--- src/lzsd_pkg.sv ---
package lzsd_pkg;

   localparam int WINDOW_DEPTH_DEF = 1024;
   localparam int MATCH_MIN_LEN    = 3;

   typedef logic [1:0] err_type;

   localparam err_type ERR_NONE     = 2'd0;
   localparam err_type ERR_DISTANCE = 2'd1;
   localparam err_type ERR_OVERRUN  = 2'd2;
   localparam err_type ERR_EARLY    = 2'd3;

   typedef struct packed {
      logic [7:0] in_byte;
      logic       in_last;
   } req_type;

   typedef struct packed {
      logic [7:0] out_byte;
      logic       has_byte;
      logic       last;
      logic       frame_done;
      err_type    error;
   } rsp_type;

   // controller to datapath
   typedef struct packed {
      logic    hdr_load;
      logic    hdr_clear;
      logic    frame_start;
      logic    lit_load;
      logic    first_load;
      logic    match_setup;
      logic    lit_emit;
      logic    mem_read;
      logic    match_emit;
      logic    out_load;
      logic    out_has;
      logic    out_last;
      logic    out_done;
      err_type out_err;
   } dp_cmd_type;

   // datapath to controller
   typedef struct packed {
      logic hc_is3;
      logic size_zero;
      logic reach_size;
      logic lit_last;
      logic dist_bad;
      logic match_last;
      logic out_free;
   } dp_stat_type;

endpackage

--- src/lzsd_ctrl.sv ---
module lzsd_ctrl
   import lzsd_pkg::*;
(
   input  logic        clock,
   input  logic        reset,
   input  logic        req_valid,
   input  req_type     req_data,
   output logic        req_ready,
   input  dp_stat_type stat,
   output dp_cmd_type  cmd
);

   localparam logic [2:0] ST_HEADER  = 3'd0;
   localparam logic [2:0] ST_CONTROL = 3'd1;
   localparam logic [2:0] ST_LITERAL = 3'd2;
   localparam logic [2:0] ST_MATCH2  = 3'd3;
   localparam logic [2:0] ST_MREAD   = 3'd4;
   localparam logic [2:0] ST_MEMIT   = 3'd5;

   logic [2:0] state_ff, state_in;
   logic       fin_ff, fin_in;
   logic       accept;

   assign req_ready = stat.out_free &&
                      (state_ff inside {ST_HEADER, ST_CONTROL, ST_LITERAL, ST_MATCH2});
   assign accept    = req_valid && req_ready;

   always_comb begin
      state_in = state_ff;
      fin_in   = fin_ff;
      cmd      = '0;
      cmd.out_err = ERR_NONE;
      case (state_ff)
         ST_HEADER: begin
            if (accept) begin
               cmd.hdr_load = 1'b1;
               if (stat.hc_is3) begin
                  cmd.hdr_clear   = 1'b1;
                  cmd.frame_start = 1'b1;
                  if (stat.size_zero) begin
                     cmd.out_load = 1'b1;
                     cmd.out_last = 1'b1;
                     cmd.out_done = 1'b1;
                  end else if (req_data.in_last) begin
                     cmd.out_load = 1'b1;
                     cmd.out_last = 1'b1;
                     cmd.out_err  = ERR_EARLY;
                  end else begin
                     state_in = ST_CONTROL;
                  end
               end else if (req_data.in_last) begin
                  cmd.hdr_clear = 1'b1;
                  cmd.out_load  = 1'b1;
                  cmd.out_last  = 1'b1;
                  cmd.out_err   = ERR_EARLY;
               end
            end
         end
         ST_CONTROL: begin
            if (accept) begin
               if (req_data.in_byte[7]) begin
                  cmd.first_load = 1'b1;
                  state_in       = ST_MATCH2;
               end else begin
                  cmd.lit_load = 1'b1;
                  state_in     = ST_LITERAL;
               end
               if (req_data.in_last) begin
                  cmd.out_load = 1'b1;
                  cmd.out_last = 1'b1;
                  cmd.out_err  = ERR_EARLY;
                  state_in     = ST_HEADER;
               end
            end
         end
         ST_LITERAL: begin
            if (accept) begin
               cmd.lit_emit = 1'b1;
               cmd.out_load = 1'b1;
               cmd.out_has  = 1'b1;
               cmd.out_last = 1'b1;
               if (stat.reach_size) begin
                  cmd.out_done = stat.lit_last;
                  cmd.out_err  = stat.lit_last ? ERR_NONE : ERR_OVERRUN;
                  state_in     = ST_HEADER;
               end else if (req_data.in_last) begin
                  cmd.out_err = ERR_EARLY;
                  state_in    = ST_HEADER;
               end else if (stat.lit_last) begin
                  state_in = ST_CONTROL;
               end
            end
         end
         ST_MATCH2: begin
            if (accept) begin
               if (stat.dist_bad) begin
                  cmd.out_load = 1'b1;
                  cmd.out_last = 1'b1;
                  cmd.out_err  = ERR_DISTANCE;
                  state_in     = ST_HEADER;
               end else begin
                  cmd.match_setup = 1'b1;
                  fin_in          = req_data.in_last;
                  state_in        = ST_MREAD;
               end
            end
         end
         ST_MREAD: begin
            cmd.mem_read = 1'b1;
            state_in     = ST_MEMIT;
         end
         ST_MEMIT: begin
            // hold the read data until the output register frees up
            if (stat.out_free) begin
               cmd.match_emit = 1'b1;
               cmd.out_load   = 1'b1;
               cmd.out_has    = 1'b1;
               if (stat.reach_size) begin
                  cmd.out_last = 1'b1;
                  cmd.out_done = stat.match_last;
                  cmd.out_err  = stat.match_last ? ERR_NONE : ERR_OVERRUN;
                  state_in     = ST_HEADER;
               end else if (stat.match_last) begin
                  cmd.out_last = 1'b1;
                  if (fin_ff) begin
                     cmd.out_err = ERR_EARLY;
                     state_in    = ST_HEADER;
                  end else begin
                     state_in = ST_CONTROL;
                  end
               end else begin
                  state_in = ST_MREAD;
               end
            end
         end
         default: begin
            state_in = ST_HEADER;
         end
      endcase
   end

   always_ff @(posedge clock) begin
      if (reset) begin
         state_ff <= ST_HEADER;
         fin_ff   <= 1'b0;
      end else begin
         state_ff <= state_in;
         fin_ff   <= fin_in;
      end
   end

endmodule

--- config.mk ---
export PLATFORM = sky130hd
export DESIGN_NAME = lzsd_ctrl
export DESIGN_NICKNAME = d
export VERILOG_FILES = /design/src/lzsd_pkg.sv /design/src/lzsd_ctrl.sv
export SDC_FILE = /design/constraint.sdc
export NUM_CORES = 1
export LEC_CHECK = 0
export BUFFER_PORTS_ARGS = -buffer_cell sky130_fd_sc_hd__buf_2
export CAP_MARGIN = 20
export CORE_AREA = 2 2 39 41
export CTS_CLUSTER_DIAMETER = 40
export DETAILED_ROUTE_END_ITERATION = 8
export DIE_AREA = 0 0 41 43
export PLACE_DENSITY_LB_ADDON = 0.12
export SYNTH_ARGS = -nofsm -noshare
export SYNTH_HDL_FRONTEND = slang
export SYNTH_SLANG_ARGS = --single-unit
--- constraint.sdc ---
create_clock -name clock -period 3.5 [get_ports clock]
set_input_delay 0.525 -clock clock [delete_from_list [all_inputs] [get_ports clock]]
set_output_delay 0.525 -clock clock [all_outputs]
set_load 0.1 [all_outputs]
Word level (Yosys, flattened, before mapping)
Cells that the tools add are included.
{ "totals": {"word_cells": 89, "inputBits": 19, "regBits": 4, "output_inout_bits": 16} }
{ "op_classes": {"n_eq_ne": 14, "n_mux": 66, "n_reduce_logical": 6, "bitwise_logic": 1} }
{ "op_table": {"columns": ["cell", "count"], "rows": [
  ["two-way mux 3 bit", 16],
  ["two-way mux 1 bit", 28],
  ["two-way mux 2 bit", 13],
  ["one-hot mux 3 bit (6 select lines)", 1],
  ["!= test 2 bit (second input constant)", 8],
  ["one-hot mux 1 bit (5 select lines)", 2],
  ["one-hot mux 2 bit (5 select lines)", 1],
  ["AND reduction 9 bit", 1],
  ["two-way mux 7 bit", 1],
  ["equality test 3 x 2 -> 1 bit (second input constant)", 2],
  ["equality test 3 bit (second input constant)", 2],
  ["two-way mux 6 bit", 1],
  ["two-way mux 4 bit", 1],
  ["!= test 4 bit (second input constant)", 1],
  ["nonzero test 4 bit", 1],
  ["equality test 3 x 1 -> 1 bit (second input constant)", 1],
  ["zero test 3 bit", 1],
  ["one-hot mux 1 bit (3 select lines)", 1],
  ["AND reduction 3 bit", 1],
  ["logical AND 1 bit", 2],
  ["one-hot mux 1 bit (2 select lines)", 1],
  ["inverter 1 bit", 1]
]} }

Longest topological paths before layout
{ "logic_depth": {"word_depth": 6, "depth_mapped": 6, "mapped_depth_nobuf": 5} }

Least setup slack after synthesis
No wires, ideal clock.
{ "synth_path": {"path_kind": "input to output", "start": "in req_valid", "end": "out cmd[13] in the netlist's numbering", "required_time_ns": 2.975, "stages": 4, "n_path_buf": 0, "slack_ns": -0.312, "t_arrival_ns": 3.287, "cell_sequence": "nand2_2 > nor4_4 > and2_1 > a21o_1"} }
{ "synth_lines": {"columns": ["item", "line", "text"], "rows": [
  ["start: declaration", "lzsd_ctrl.sv:6", "input logic req_valid,"],
  ["end: declaration", "lzsd_ctrl.sv:10", "output dp_cmd_type cmd"]
]} }

==> summary.md <==
| Metric | Value |
|---|---|
| Placed inst area | 704 sq um |
| DP Wirelength | 1230 um |
| Initial Utilization | 0.420 |
| Slew @ Worst Pin | about 0.58 ns |
| #FFs+latches synth | 4 |
| Cts bufs inserted | 3 |
| Count of warnings emitted by yosys | 0 |
| Initial DRC count | 11 |
| Total negative slack | 0 ns |
| Number of routed nets with antenna violations | 0 |
| Tcrit/Tclk final | 0.816 |
| Worst Hold Depth | 2 |
| Worst slew margin | 0.613 |
| Final Max Slew Viols | 0 |
| End of the worst register-to-register path | fin_ff |
| Worst Path Required | 2.97 ns |
| RR Startpoint | state_ff[0] |
| TritonCTS clock tree | built |
| RSZ-0062 raised after global routing | false |
| CP delay by family, top | flip-flops |
| Fmax | between 300 and 400 MHz |
| Syn_area_per_cell | roughly 8.1 sq um |
| Slowest CP cell | dfxtp_1 |
| Hold Violations, Final | 0 |
| Slowest cell delay on critical path | 0.68 ns |
| Max VDD drop | between 0.00015 and 0.0002 V |
| Seq/Total Area, Yosys | 0.138 |
| Latest clock arrival within the worst-skew pair | roughly 0.23 ns |
| Crit path DAT | between 2 and 2.5 ns |
| Hold_buf cts | 0 |
| Hold Path End | state_ff[0] |
| LEAKAGE | about 0.34 nW |
| Nature of the critical path startpoint | flop |
| Clk_skew | approximately 0.0020 ns |
| Vias | 648 |
| CP max FO | 11 |
| Area grow syn2layout | 24.9% |
| Crit-path cells | nor2b_2 -> nand3_1 -> clkinvlp_4 -> a32oi_1 -> o211ai_1 -> buf_2 |
| Cell Pwr Density | around 240 nW/um^2 |
| R2R depth | 4 |
| IO buf count | 27 |
| Fin crit period | ~2.9 ns |
| CP Launch Point | state_ff[2] |
| Syn Inst Count | 72 |
| Clock Path Buffers | 2 |
| Post-Syn Nets | 91 |
| Die Y | approximately 43 um |
| Routability congestion estimate | ~0.77 |
| Largest net degree at the start of global routing | 15 |
| Share of cells above drive strength 1 | 0.469 |
| IO Pins | 35 |
| Buf+Inv Stages, Crit Path | 2 |
| Root buf cell | clkbuf_4 |
| Global-route wire length before repair | 2340 um |
| CTS H-tree depth | 1 |
| Buffer count from post-CTS setup fixing | 0 |
| Run status | complete, no violations |
| Hold Path Class | in -> reg |
| Final setup viols | 0 |
| Congestion Overflow GR | 0 |
| Max Cap Violations | 0 |
| Yosys cell types | 38 |
| Ant diodes | 0 |
| Post-cts sizing count | 0 |
| DR DRC count | 0 |
| Fill count | 160 |
| DIE WIDTH | between 40 and 50 um |
| Row cnt | 14 |
| DR WL/cell | approximately 13 um |
| CP Class | reg -> out |
| DRT Wirelength | 1520 um |
| Router iterations before antenna repair | 4 |
| Final instance area | roughly 730 sq um |
| CTS Sinks | 4 |
| R2R setup slack | ~2.0 ns |
| Mapped cell area | 582 sq um |
| Vias/cell | roughly 5.7 |
| Clock slew at reported path FFs | about 0.040 ns |
| Vias in the first global route | 575 |
| Core ar. | ~1400 sq um |
| Hold Path Origin | reset |
| Initial antenna violation count | 0 |
| GRT Util Overall | 0.187 |
| Nets | around 120 |
| Die area | 1760 sq um |
| Worst Setup End Kind | output pin |
==> synthesized netlist by cell type, drive strengths merged <==
library cell | instances | area [sq um]
a21oi | 3 | 18.8
a31oi | 1 | 6.26
a22o | 1 | 8.76
o211ai | 2 | 15.0
and3 | 5 | 32.5
a311oi | 1 | 15.0
nor4b | 2 | 32.5
nor2b | 2 | 22.5
buf | 4 | 38.8
nor4 | 1 | 21.3
o21ai | 5 | 25.0
nand4bb | 1 | 11.3
dfxtp | 4 | 80.1
nand4 | 1 | 12.5
a221oi | 1 | 15.0
nand3b | 1 | 7.51
a21o | 1 | 7.51
nand3 | 5 | 25.0
nor2 | 6 | 25.0
o311ai | 1 | 8.76
or3 | 1 | 6.26
a32oi | 2 | 17.5
nand4b | 1 | 8.76
a32o | 2 | 20.0
o41ai | 1 | 16.3
nand2 | 7 | 28.8
and2 | 2 | 12.5
inv | 6 | 22.5
mux2i | 2 | 20.0
==> per-stage QoR <==
step | hold WS, ns | util | cells | power, W | worst slack, ns
CTS | 0.498 | 0.525 | 114 | 0.000181 | 0.648
global route | 0.517 | 0.525 | 114 | 0.000185 | 0.527
global placement | 0.558 | 0.509 | 111 | 0.000122 | 0.929
floorplan | 0.498 | - | 72 | 0.000104 | 0.0312
detailed placement | 0.572 | 0.509 | 111 | 0.000122 | 0.889
finish | 0.506 | 0.525 | 114 | 0.000176 | 0.644
==> sequential cells by signal, summed over array words and instances, names as in the netlist <==
| name | count |
|---|---|
| fin_ff | 1 |
| state_ff | 3 |
==> cell type report <==
type / count / area, sq um / area share
inverter: 6 / 26.3 / 0.0361
multi-input combinational: 58 / 443 / 0.609
sequential: 4 / 80.1 / 0.110
timing repair buffer: 27 / 135 / 0.186
tap: 16 / 20.0 / 0.0275
clock buffer: 3 / 22.5 / 0.0310
==> worst max path at each step <==
| stage | end | slack (ns) | depth (start not counted) |
|---|---|---|---|
| final | cmd[0] | 0.64 | 6 |
| after global routing | cmd[0] | 0.53 | 6 |
| after CTS | cmd[0] | 0.65 | 6 |
| after detailed placement | cmd[0] | 0.89 | 6 |
| after global placement | cmd[0] | 0.93 | 6 |
| after floorplan | cmd[13] | 0.03 | 4 |
==> power breakdown <==
group	switching, W	leakage [nW]	internal [W]	total, W
sequential	0.000000805	0.0322	0.0000461	0.0000469
clock	0.0000165	0.0138	0.0000382	0.0000546
combinational	0.0000583	0.296	0.0000166	0.0000749
==> layer usage <==
| layer | global-route usage | routed length, um |
|---|---|---|
| met1 | 0.245 | 684 |
| met4 | 0.0600 | 0 |
| met2 | 0.316 | 793 |
| met5 | 0 | 0 |
| met3 | 0 | 42 |
==> worst register-to-register path: stages (launching register included) <==
cell     delay, ns
dfxtp_1       0.64
and3_1        0.32
and3_2        0.22
mux2i_1       0.19
nor2_1        0.05
==> kinds of logic (layout without fill, tap and decap cells) <==
| kind of cell | Yosys count | in the layout | synth area share |
|---|---|---|---|
| mux | 2 | 2 | 0.0344 |
| flops | 4 | 4 | 0.138 |
| compound gates | 21 | 21 | 0.299 |
| simple gates | 35 | 35 | 0.424 |
| buf+inv | 10 | 36 | 0.105 |
==> placed cells by master (no fill, tap or decap), types with 2 or more instances in the layout <==
| cell | n |
|---|---|
| a32oi_1 | 2 |
| o21ai_1 | 2 |
| mux2i_1 | 2 |
| buf_2 | 27 |
| nor2_1 | 5 |
| a21oi_1 | 2 |
| clkbuf_4 | 3 |
| o211ai_1 | 2 |
| nand3_1 | 5 |
| inv_1 | 4 |
| o21ai_0 | 3 |
| dfxtp_1 | 4 |
| a32o_1 | 2 |
| nand2_1 | 6 |
| and3_1 | 4 |
Note: power is estimated with default switching activity, not from simulation.
